==> config.mk <==
export PLATFORM = sky130hd
export DESIGN_NAME = lpht_hash
export DESIGN_NICKNAME = d
export VERILOG_FILES = /design/src/lpht_pkg.sv /design/src/lpht_hash.sv
export SDC_FILE = /design/constraint.sdc
export NUM_CORES = 1
export LEC_CHECK = 0
export BUFFER_PORTS_ARGS = -buffer_cell sky130_fd_sc_hd__buf_4
export CORE_ASPECT_RATIO = 2
export CORE_MARGIN = 4
export CORE_UTILIZATION = 35
export CTS_BUF_LIST = sky130_fd_sc_hd__clkbuf_8
export CTS_CLUSTER_DIAMETER = 100
export DETAILED_ROUTE_END_ITERATION = 16
export PLACE_DENSITY_LB_ADDON = 0.15
export SLEW_MARGIN = 30
export SYNTH_ARGS = -nofsm -noshare
export SYNTH_HDL_FRONTEND = slang
export SYNTH_SLANG_ARGS = --single-unit
==> constraint.sdc <==
create_clock -name clk -period 4.6 [get_ports clk]
set_input_delay 0.92 -clock clk [delete_from_list [all_inputs] [get_ports clk]]
set_output_delay 0.92 -clock clk [all_outputs]
set_load 0.01 [all_outputs]
==> src/lpht_pkg.sv <==
// Shared constants and codes of the linear probing hash table.
`timescale 1ns / 1ps
package lpht_pkg;

	localparam int CAPACITY   = 256;
	localparam int DATA_WIDTH = 32;
	localparam int KEY_W      = 32;
	localparam int SLOT_W     = $clog2(CAPACITY);
	localparam int PROBE_W    = SLOT_W + 1;
	localparam int ENTRY_W    = KEY_W + DATA_WIDTH;

	localparam logic [1:0] ACT_SET    = 2'd0;
	localparam logic [1:0] ACT_GET    = 2'd1;
	localparam logic [1:0] ACT_REMOVE = 2'd2;

	localparam logic [2:0] ST_INSERTED  = 3'd0;
	localparam logic [2:0] ST_UPDATED   = 3'd1;
	localparam logic [2:0] ST_FOUND     = 3'd2;
	localparam logic [2:0] ST_REMOVED   = 3'd3;
	localparam logic [2:0] ST_NOT_FOUND = 3'd4;
	localparam logic [2:0] ST_FULL      = 3'd5;

endpackage

==> src/lpht_hash.sv <==
// Home slot: key modulo (CAPACITY-1) by folding slot-wide chunks.
`timescale 1ns / 1ps
module lpht_hash (
	input  logic                        clk,
	input  logic [lpht_pkg::KEY_W-1:0]  key,
	output logic [lpht_pkg::SLOT_W-1:0] home
);
	localparam int SW     = lpht_pkg::SLOT_W;
	localparam int NCHUNK = (lpht_pkg::KEY_W + SW - 1) / SW;
	localparam int SUM_W  = SW + $clog2(NCHUNK);
	localparam logic [SW:0] MODULUS = (SW + 1)'(lpht_pkg::CAPACITY - 1);

	logic [SUM_W-1:0] sum_c;
	logic [SUM_W-1:0] sum_s1;
	logic [SW:0]      fold;

	always_comb begin
		sum_c = '0;
		for (int i = 0; i < NCHUNK; i++) begin
			sum_c = sum_c + SUM_W'(SW'(key >> (i * SW)));
		end
	end

	always_ff @(posedge clk) begin
		sum_s1 <= sum_c;
	end

	assign fold = (SW + 1)'(sum_s1[SW-1:0]) + (SW + 1)'(sum_s1 >> SW);
	assign home = (fold >= MODULUS) ? SW'(fold - MODULUS) : SW'(fold);

endmodule

==> metrics.md <==
| Metric | Value |
|---|---|
| PortBufs | `40` |
| Clock tree from TritonCTS | `done` |
| Total CTS buffers | `3` |
| Cell Chain, Critical Path | `buf_4 > inv_1 > fa_1 > inv_1 > fa_1 > ha_1 > fa_1 > a21o_1 > a21oi_1 > nor2b_1 > o31ai_1 > a21boi_0` |
| Post_cts resized | `0` |
| Crit-path max cell delay | `530 ps` |
| Avg WL per Cell | `10.8 um` |
| Die width | `49.7 um` |
| Max FFs per register | `10` |
| Synthesized Nets | `188` |
| Worst-margin pin slew | `494 ps` |
| Logic pwr share | `66.8%` |
| Tightest Hold Check Type | `primary input to flop` |
| Clock Pin Slew Worst Setup and Hold Paths | `40 ps` |
| Most frequent CP cell | `fa_1` |
| Largest net degree at the start of global routing | `7` |
| Antenna diode instance count | `0` |
| Post-CTS Hold Fix Bufs | `0` |
| CP Data Required Time | `4750 ps` |
| Final Cycle Share | `75.8%` |
| Syn Inst Count | `126` |
| Maximum clock frequency | `287 MHz` |
| Overall Global Routing Usage | `10.8%` |
| Final Hold Fails | `0` |
| Vias post-DR | `962` |
| Reg power frac | `21.0%` |
| Final core utilization | `47.7%` |
| Maxcap violations | `0` |
| DRC violations left | `0` |
| Netlist cell types | `32` |
| CTS Root Cell | `clkbuf_8` |
| Yosys warns | `0` |
| Register Area | `200 sq um` |
| Final #Nets | `233` |
| Initial core utilization | `36.0%` |
| Rel. slew slack | `66.8%` |
| Arrival time at the worst endpoint | `3640 ps` |
| Top reg by flops | `sum_s1` |
| Sink of the worst hold path | `sum_s1[0]$_DFF_P_` |
| Die H | `91.3 um` |
| Area of the multi-input gates | `898 sq um` |
| GP Congestion | `0.730` |
| Hold Crit Depth | `2` |
| Area growth, synth to finish | `32.5%` |
| DR pass1 iterations | `2` |
| Post-synth EDFFs | `0` |
| Hold Startpoint | `key[24]` |
| Post-CTS setup buffer count | `0` |
| RSZ-0062 raised after global routing | `no` |
| Io pins | `41` |
| Most common flop cell mapped by yosys | `dfxtp_1` |
| Clk sink count | `10` |
| PD cells | `530 nW/um^2` |
| Status | `complete, no violations` |
| Critical path launch point type | `primary input` |
| Vias per cell | `4.76` |
| Critical-path top delay cell | `fa_1` |
| FILL cells | `336` |
| NetSw | `357 uW` |
| Critical Path End Type | `flop` |
| Drt total wl | `2.17 mm` |
| Setup TNS | `0 ps` |
| Share of cells above drive strength 1 | `29.4%` |
| Biggest regs | `sum_s1 x10` |
| Core ar. | `3380 sq um` |
| Crit-path max FO | `2` |
| Synth async-reset ratio | `0%` |
| Power share of the clock group | `12.2%` |
| DP HPWL | `2.05 mm` |
| First-pass GRT wire length | `3.88 mm` |
| Switching part of the total power | `41.9%` |
| Sequential-to-total area share from yosys stat | `16.5%` |
| DRT iter0 DRCs | `3` |
| Vias in the first global route | `1029` |
| Slew Viols, Final | `0` |
| #FFs+latches synth | `10` |
| Antenna Nets Post-Route | `0` |
| Final setup violating endpoints | `0` |
| CTS Buffer Depth | `2` |
| Die area | `4530 sq um` |
| Lkg Pwr | `0.000872 uW` |
| GRT overflow | `0` |
| Critical path type | `primary input to flop` |
| Htree depth | `1` |
| Avg Synthesized Cell Area | `9.64 sq um` |
| P_int | `496 uW` |
| Cell area after synthesis | `1210 sq um` |
| # rows | `30` |
| Initial antenna violation count | `0` |
| Maximum vdd drop | `0.203 mV` |
| Min Tclk post-route | `3490 ps` |
==> through the flow <==
stage	power [uW]	std cells	setup slack [ps]	hold slack (ps)	instance area (sq um)
after CTS	870	202	1090	917	1610
after global routing	944	202	890	928	1610
after global placement	751	198	921	1140	1560
after floorplan	568	126	1120	1050	1210
final	853	202	1110	915	1610
after detailed placement	763	198	853	1150	1560
==> routing by layer <==
metal | global-route usage [%] | share of wire [%]
met1 | 9.87 | 31
met4 | 6.24 | 1.8
met5 | 0 | 0
met2 | 22.0 | 63
met3 | 0.493 | 4.1
==> cells in the mapped netlist, types with 2 or more instances <==
| library cell | count | area (sq um) |
|---|---|---|
| inv_1 | 31 | 116 |
| fa_1 | 17 | 340 |
| ha_1 | 12 | 150 |
| dfxtp_1 | 10 | 200 |
| a21oi_1 | 8 | 40.0 |
| xnor2_1 | 6 | 52.6 |
| nor2_1 | 5 | 18.8 |
| nand2_1 | 4 | 15.0 |
| xor2_1 | 4 | 35.0 |
| a21o_1 | 3 | 22.5 |
| a31oi_1 | 3 | 18.8 |
| and3_1 | 2 | 12.5 |
| o21ai_0 | 2 | 10.0 |
==> power by group through the flow <==
stage          registers (uW)  logic (uW)  clock network [uW]
3_5_place_dp              182         581                   0
5_1_grt                   188         644                 112
6_report                  179         570                 104
3_3_place_gp              180         570                   0
4_1_cts                   180         583                 107
2_1_floorplan             169         399                   0
==> layout make-up <==
type                    count  area share, %
multi-input cells          85           55.8
repair buffers             40           18.6
flip-flops and latches     10           12.4
inverters                  31           7.23
clock buffers               4           3.42
well taps                  32           2.49
==> worst max-delay path, delay by kind of cell <==
kind,cells,cell delay (ps)
and+or+nand+nor,1,90
AOI/OAI and AO/OA,4,850
buffers and inverters,3,160
adders and majority gates,4,1610
==> kinds of logic (layout without fill, tap and decap cells) <==
kind of cell	after synthesis	after routing	synth area share, %
mux	1	1	1.24
xor+xnor	11	11	8.55
buf+inv	31	75	9.58
flops	10	10	16.5
compound gates	26	26	15.8
fa+ha+maj	29	29	40.4
simple gates	18	18	8.03
==> cells in the final DEF, fill, tap and decap left out, types with 3 or more instances in the layout <==
cell type | synthesis | routed
a21o_1 | 3 | 3
a21oi_1 | 8 | 8
a31oi_1 | 3 | 3
buf_4 | 0 | 40
clkbuf_8 | 0 | 4
dfxtp_1 | 10 | 10
fa_1 | 17 | 17
ha_1 | 12 | 12
inv_1 | 31 | 31
nand2_1 | 4 | 4
nor2_1 | 5 | 5
xnor2_1 | 6 | 6
xor2_1 | 4 | 4
==> how the worst max path moves through the flow <==
stage                         to  depth (start not counted)  startpoint
6_report       sum_s1[7]$_DFF_P_                         12      key[1]
5_1_grt        sum_s1[7]$_DFF_P_                         12      key[1]
4_1_cts        sum_s1[7]$_DFF_P_                         12      key[1]
3_5_place_dp   sum_s1[7]$_DFF_P_                         12      key[1]
3_3_place_gp   sum_s1[7]$_DFF_P_                         12      key[1]
2_1_floorplan  sum_s1[7]$_DFF_P_                         11      key[1]
Note: power is estimated with default switching activity, not from simulation.
